`config.mk`:
```
export PLATFORM = sky130hd
export DESIGN_NAME = lenient_utf8_decoder
export DESIGN_NICKNAME = d
export VERILOG_FILES = /design/src/hdl/lud_pkg.sv /design/src/hdl/lud_in_stage.sv /design/src/hdl/lud_decode.sv /design/src/hdl/lenient_utf8_decoder.sv
export SDC_FILE = /design/constraint.sdc
export NUM_CORES = 1
export LEC_CHECK = 0
export BUFFER_PORTS_ARGS = -buffer_cell sky130_fd_sc_hd__clkbuf_2
export CAP_MARGIN = 20
export CORE_MARGIN = 5
export CORE_UTILIZATION = 51
export DETAILED_ROUTE_END_ITERATION = 10
export PLACE_DENSITY = 0.75
export SKIP_LAST_GASP = 1
export SYNTH_ARGS = -nofsm -noshare
export SYNTH_HDL_FRONTEND = slang
export SYNTH_SLANG_ARGS = --single-unit
```
`constraint.sdc`:
```
create_clock -name clk -period 2.8 [get_ports clk]
set_clock_uncertainty 0.15 [all_clocks]
set_input_delay 0.84 -clock clk [delete_from_list [all_inputs] [get_ports clk]]
set_output_delay 0.84 -clock clk [all_outputs]
set_load 0.005 [all_outputs]
```
`src/hdl/lud_pkg.sv`:
```
// Shared types and constants for the lenient UTF-8 decoder.
// No dependencies; imported by every module in hdl/.
`timescale 1ns / 1ps
package lud_pkg;

    localparam int BYTE_W     = 8;
    localparam int CODE_W     = 21;
    localparam int LEN_W      = 3;
    localparam int PEND_W     = 2;
    localparam int OUT_DATA_W = 24;

    // lead byte classification
    localparam logic [7:0] LEAD2_MASK = 8'hE0;
    localparam logic [7:0] LEAD2_VAL  = 8'hC0;
    localparam logic [7:0] LEAD3_MASK = 8'hF0;
    localparam logic [7:0] LEAD3_VAL  = 8'hE0;
    localparam logic [7:0] LEAD4_MASK = 8'hF8;
    localparam logic [7:0] LEAD4_VAL  = 8'hF0;

    localparam logic [LEN_W-1:0] LEN_1 = 3'd1;
    localparam logic [LEN_W-1:0] LEN_2 = 3'd2;
    localparam logic [LEN_W-1:0] LEN_3 = 3'd3;
    localparam logic [LEN_W-1:0] LEN_4 = 3'd4;

    typedef struct packed {
        logic [BYTE_W-1:0] text_byte;
        logic              last_byte;
    } byte_item_t;

    typedef struct packed {
        logic [CODE_W-1:0] code_point;
        logic [LEN_W-1:0]  sequence_length;
    } cp_item_t;

endpackage

```
`src/hdl/lud_in_stage.sv`:
```
// Input register stage: holds one byte transaction for the decode stage.
// Depends on lud_pkg.
`timescale 1ns / 1ps
module lud_in_stage
(
    input  logic              clk,
    input  logic              rst_n,
    input  logic              in_valid,
    output logic              in_ready,
    input  lud_pkg::byte_item_t in_item,
    output logic              item_valid,
    input  logic              item_take,
    output lud_pkg::byte_item_t item
);
    import lud_pkg::*;

    logic       valid_reg;
    logic       valid_next;
    byte_item_t item_reg;

    // free when empty or when the held byte is consumed this cycle
    assign in_ready   = !valid_reg || item_take;
    assign valid_next = (in_valid && in_ready) ? 1'b1 : (item_take ? 1'b0 : valid_reg);

    always_ff @(posedge clk or negedge rst_n)
    begin
        if (!rst_n)
        begin
            valid_reg <= 1'b0;
        end
        else
        begin
            valid_reg <= valid_next;
        end
    end

    always_ff @(posedge clk)
    begin
        if (in_valid && in_ready)
        begin
            item_reg <= in_item;
        end
    end

    assign item_valid = valid_reg;
    assign item       = item_reg;

endmodule

```
`src/hdl/lud_decode.sv`:
```
// Decode stage: sequence state, byte classification and result register.
// Depends on lud_pkg.
`timescale 1ns / 1ps
module lud_decode
(
    input  logic                clk,
    input  logic                rst_n,
    input  logic                item_valid,
    output logic                item_take,
    input  lud_pkg::byte_item_t item,
    output logic                res_valid,
    input  logic                res_ready,
    output lud_pkg::cp_item_t   res
);
    import lud_pkg::*;

    logic [PEND_W-1:0] pend_reg;
    logic [PEND_W-1:0] pend_next;
    logic [CODE_W-1:0] code_reg;
    logic [CODE_W-1:0] code_next;
    logic [LEN_W-1:0]  size_reg;
    logic [LEN_W-1:0]  size_next;
    logic              out_valid_reg;
    logic              out_valid_next;
    cp_item_t          out_reg;
    logic [CODE_W-1:0] code_dec;
    logic [PEND_W-1:0] pend_dec;
    logic [LEN_W-1:0]  size_dec;
    logic              done;
    logic              emit;
    logic [BYTE_W-1:0] b;

    assign b = item.text_byte;

    // output register may be refilled in the cycle it drains
    assign item_take = item_valid && (!out_valid_reg || res_ready);

    always_comb
    begin
        code_dec = code_reg;
        pend_dec = pend_reg;
        size_dec = size_reg;
        done     = 1'b0;
        if (pend_reg != '0)
        begin
            // continuation: top bits ignored
            code_dec = {code_reg[CODE_W-7:0], b[5:0]};
            pend_dec = pend_reg - 1'b1;
            done     = (pend_reg == 2'd1);
        end
        else if (!b[7])
        begin
            code_dec = {{(CODE_W-BYTE_W){1'b0}}, b};
            size_dec = LEN_1;
            done     = 1'b1;
        end
        else if ((b & LEAD2_MASK) == LEAD2_VAL)
        begin
            code_dec = {{(CODE_W-5){1'b0}}, b[4:0]};
            size_dec = LEN_2;
            pend_dec = 2'd1;
        end
        else if ((b & LEAD3_MASK) == LEAD3_VAL)
        begin
            code_dec = {{(CODE_W-4){1'b0}}, b[3:0]};
            size_dec = LEN_3;
            pend_dec = 2'd2;
        end
        else if ((b & LEAD4_MASK) == LEAD4_VAL)
        begin
            code_dec = {{(CODE_W-3){1'b0}}, b[2:0]};
            size_dec = LEN_4;
            pend_dec = 2'd3;
        end
        // otherwise a stray byte: skipped

        emit = done && (code_dec != '0);

        if (done || item.last_byte)
        begin
            code_next = '0;
            pend_next = '0;
            size_next = '0;
        end
        else
        begin
            code_next = code_dec;
            pend_next = pend_dec;
            size_next = size_dec;
        end

        if (item_take)
        begin
            out_valid_next = emit;
        end
        else if (res_ready)
        begin
            out_valid_next = 1'b0;
        end
        else
        begin
            out_valid_next = out_valid_reg;
        end
    end

    always_ff @(posedge clk or negedge rst_n)
    begin
        if (!rst_n)
        begin
            pend_reg      <= '0;
            code_reg      <= '0;
            size_reg      <= '0;
            out_valid_reg <= 1'b0;
        end
        else
        begin
            out_valid_reg <= out_valid_next;
            if (item_take)
            begin
                pend_reg <= pend_next;
                code_reg <= code_next;
                size_reg <= size_next;
            end
        end
    end

    always_ff @(posedge clk)
    begin
        if (item_take && emit)
        begin
            out_reg.code_point      <= code_dec;
            out_reg.sequence_length <= size_dec;
        end
    end

    assign res_valid = out_valid_reg;
    assign res       = out_reg;

endmodule

```
`src/hdl/lenient_utf8_decoder.sv`:
```
// Top level of the lenient UTF-8 decoder: byte stream in, code points out.
// Depends on lud_pkg, lud_in_stage and lud_decode.
`timescale 1ns / 1ps
//
//  Channel   Dir  Payload                                    End of item
//  --------  ---  -----------------------------------------  ---------------------
//  s_axis    in   tdata[7:0] text_byte, tlast last_byte       tlast = end of string
//  m_axis    out  tdata[20:0] code_point, [23:21] seq length  -
//
//  One byte transaction per clock, sustained while m_axis is not stalled. A byte
//  is held in the input register once accepted, then the decode logic feeds the
//  result register. At most one code point leaves per byte.
//  Reset (rst_n low, asynchronous) empties both registers and clears the
//  pending sequence. A stall on m_axis holds the result register and backs
//  up through the input register to s_axis_tready; no transaction is dropped.
//
module lenient_utf8_decoder
(
    input  logic        clk,
    input  logic        rst_n,
    input  logic        s_axis_tvalid,
    output logic        s_axis_tready,
    input  logic [7:0]  s_axis_tdata,   // [7:0] text_byte
    input  logic        s_axis_tlast,   // last_byte
    output logic        m_axis_tvalid,
    input  logic        m_axis_tready,
    output logic [23:0] m_axis_tdata    // [20:0] code_point, [23:21] sequence_length
);
    import lud_pkg::*;

    byte_item_t in_item;
    byte_item_t held_item;
    logic       held_valid;
    logic       held_take;
    cp_item_t   res;

    assign in_item.text_byte = s_axis_tdata;
    assign in_item.last_byte = s_axis_tlast;

    lud_in_stage u_in_stage
    (
        .clk        (clk),
        .rst_n      (rst_n),
        .in_valid   (s_axis_tvalid),
        .in_ready   (s_axis_tready),
        .in_item    (in_item),
        .item_valid (held_valid),
        .item_take  (held_take),
        .item       (held_item)
    );

    // sequence tracking and the result register
    lud_decode u_decode
    (
        .clk        (clk),
        .rst_n      (rst_n),
        .item_valid (held_valid),
        .item_take  (held_take),
        .item       (held_item),
        .res_valid  (m_axis_tvalid),
        .res_ready  (m_axis_tready),
        .res        (res)
    );

    // code point in the low bits, length above it; exactly three bytes wide
    assign m_axis_tdata = {res.sequence_length, res.code_point};

endmodule

```
==> flow_summary.toml <==
[logic_synthesis]
synthMuxAreaShare_pct = 1.66
synth_top_family_by_area = "compound AO/OA/AOI/OAI gates"
synthAdderAreaFrac_pct = 0
synth-xor-area-share_pct = 0
synth-compound-area-share_pct = 21.3
synth_top_cell_area_share_pct = 37.5
syn_area_per_cell_um2 = 13.1
syn-cell-area_um2 = 2640
synth_top_cell_by_area = "edfxtp_1"
yosys_most_used_dff = "edfxtp_1"
synth_cells = 202
synth-simple-area-share_pct = 10.3
synth.net_count = 215
synth_warnings = 0
yosys-top-cells-area = "edfxtp_1 (38%), dfrtp_1 (27%), a22o_1 (11%)"
synth-edff-count = 33
ys_seq_elements = 61
synth-seq-area-share_pct = 64.1
async_flop_share_pct = 45.9
ys_types = 40

[sta]
rsz0062_at_grt = "no"
fin_crit_sh_pct = 94.8
hold_viol_final = 0
drv_slew = 0
setup_viol = 0
slew_headroom_pct = 51.4
fmax_mhz = 377
worst_slew_pin_slew_ns = 0.729
period_needed_ns = 2.66
final.setup.tns_ns = 0

[min_path]
worstHoldPathType = "flip-flop to flip-flop"
min_from = "u_decode.size_reg[2]"
whs_path_depth = 1
whs_endpoint = "u_decode.size_reg[2]"

[route]
wl_per_cell_um = 16.6
avgViaCountPerCell = 5.63
first_iter_violations = 171
firstDrtPassIters = 4
route.detailed.drc = 0
ant_nets = 0
drt-total-wl_um = 5640
via_count = 1910

[critical_path]
cp.arrival_ns = 2.56
endpoint_kind = "flip-flop"
slowest_stage = "or3_1"
crit_chain = "buf_4 > nor2_1 > mux2_2 > o21ai_0 > o2111ai_1 > or3_1 > and3b_4"
r2r-start = "u_decode.pend_reg[1]"
crit_family = "simple AND/OR/NAND/NOR gates"
worstPathRequired_ns = 2.70
rr_worst_depth = 7
critPathMaxFanout = 24
r2r_slack_ns = 0.14
r2r-end = "u_decode.res[22]"
slowest_delay_ns = 0.40
path_class = "flip-flop to flip-flop"
critPathBufInv = 1
start_kind = "flip-flop"

[clock_network]
htree_levels = 3
clock-sinks = 61
insertion_delay_ns = 0.34
cts_tree = "done"
path_clk_slew_ns = 0.06
ctsHoldBuffers = 0
root_buffer = "clkbuf_8"
numCtsBuffers = 9
clock_path_buffers = 2

[die]
core-area_um2 = 5070
boundaryPins = 39
fp.dieW_um = 82.0
fp.dieArea_um2 = 6720
fp.dieH_um = 82.0
rows = 26
start_util_pct = 52.0

[layout]
drive_gt1_share_pct = 30.9
fin_util_pct = 63.9
largest_reg_flops = 24
nets = 277
num_antenna_cells = 0
areaGrowthSynthToFinish_pct = 22.8
fillers = 406

[grt]
gr-usage-all-layers_pct = 19.2
antenna_found_initial = 0
grt_max_degree = 29
overflow = 0
grt_pass1_wl_um = 9290
grt_pass1_vias = 1858

[power_and_ir_drop]
switching_share_pct = 27.4
p_comb_share_pct = 18.6
power_switching_mw = 0.613
intPower_mw = 1.63
clkPwrFrac_pct = 32.8
p_per_area_nw_per_um2 = 691
p_leak_nw = 1.42
irDropWorstVdd_mv = 0.388
seqPwrFrac_pct = 48.7

[placement]
port_buffers = 38
place.gp.congestion = 0.905
dp_hpwl_um = 3920

[outcome]
status = "completed"

[flow_run]
cap_viol_max_count = 0
-- synthesized netlist by cell type, types with 3 or more instances --
| cell | number |
|---|---|
| a21oi_1 | 7 |
| a22o_1 | 33 |
| clkbuf_1 | 8 |
| dfrtp_1 | 28 |
| edfxtp_1 | 33 |
| inv_1 | 8 |
| mux2_2 | 3 |
| nand2_1 | 15 |
| nand2b_1 | 7 |
| nor2_1 | 5 |
| nor3_1 | 4 |
| nor4_1 | 3 |
| o21ai_0 | 11 |
-- layout by cell type (no fill, tap or decap), drive strengths merged, types with 5 or more instances in the layout --
cell type and count:
inv 8, a21oi 7, nor2 5, clkbuf 49
nor3 5, o21ai 11, a22o 33, nand2b 7
dfrtp 28, buf 23, nand2 15, edfxtp 33
-- cell type report --
class / count / area (µm²) / share of cell area, %
clock buffer: 11 / 131 / 4.05
clock inverter: 5 / 51.3 / 1.58
inverter: 8 / 30.0 / 0.926
multi-input combinational: 123 / 887 / 27.4
sequential: 61 / 1690 / 52.2
tap: 70 / 87.6 / 2.70
timing repair buffer: 61 / 363 / 11.2
-- how the worst max path moves through the flow --
| stage | from | to | depth (start not counted) |
|---|---|---|---|
| 3_5_place_dp | u_decode.pend_reg[1] | u_decode.res[8] | 7 |
| 5_1_grt | u_decode.pend_reg[1] | u_decode.res[1] | 7 |
| 6_report | u_decode.pend_reg[1] | u_decode.res[22] | 7 |
| 2_1_floorplan | u_decode.pend_reg[1] | u_decode.res[0] | 6 |
| 3_3_place_gp | u_decode.pend_reg[1] | u_decode.res[21] | 6 |
| 4_1_cts | u_decode.pend_reg[1] | u_decode.res[15] | 7 |
-- cells by family (layout without fill, tap and decap cells) --
group	Yosys count	in the layout
AOI/OAI and AO/OA	68	68
buffers and inverters	18	85
DFF	61	61
muxes	4	4
and+or+nand+nor	51	51
-- through the flow --
stage                     worst slack, ns  hold WS [ns]  power, mW  cell area (µm²)  instances
after global routing               0.0721         0.376       2.35             3240        339
after global placement             0.0987         0.339       1.51             3060        323
after floorplan                     0.135         0.306       1.33             2650        202
final                               0.145         0.365       2.24             3240        339
after CTS                          0.0202         0.362       2.26             3240        339
after detailed placement           0.0307         0.346       1.52             3060        323
-- power by group through the flow --
| stage | Sequential, mW | Combinational (mW) | Clock, mW |
|---|---|---|---|
| floorplan | 1.11 | 0.227 | 0 |
| global placement | 1.10 | 0.409 | 0 |
| detailed placement | 1.11 | 0.413 | 0 |
| CTS | 1.09 | 0.414 | 0.753 |
| global route | 1.10 | 0.455 | 0.803 |
| finish | 1.09 | 0.416 | 0.733 |
-- repair_timing --
item | 4_1_cts | 5_1_grt
setup buffers | 0 | 0
setup endpoints to repair | 0 | 24
endpoints found under the hold margin | 0 | 0
resized for setup | 0 | 1
-- layer usage --
metal | wire [µm] | global-route usage, % | up-vias | part of all wire (%)
li1 | - | - | 907 | -
met1 | 2470 | 24.5 | 932 | 44
met2 | 2750 | 29.0 | 61 | 49
met5 | 0 | 0 | - | 0
met4 | 91 | 7.97 | 0 | 1.6
met3 | 328 | 7.68 | 10 | 5.8
(Power assumes the default switching activity.)
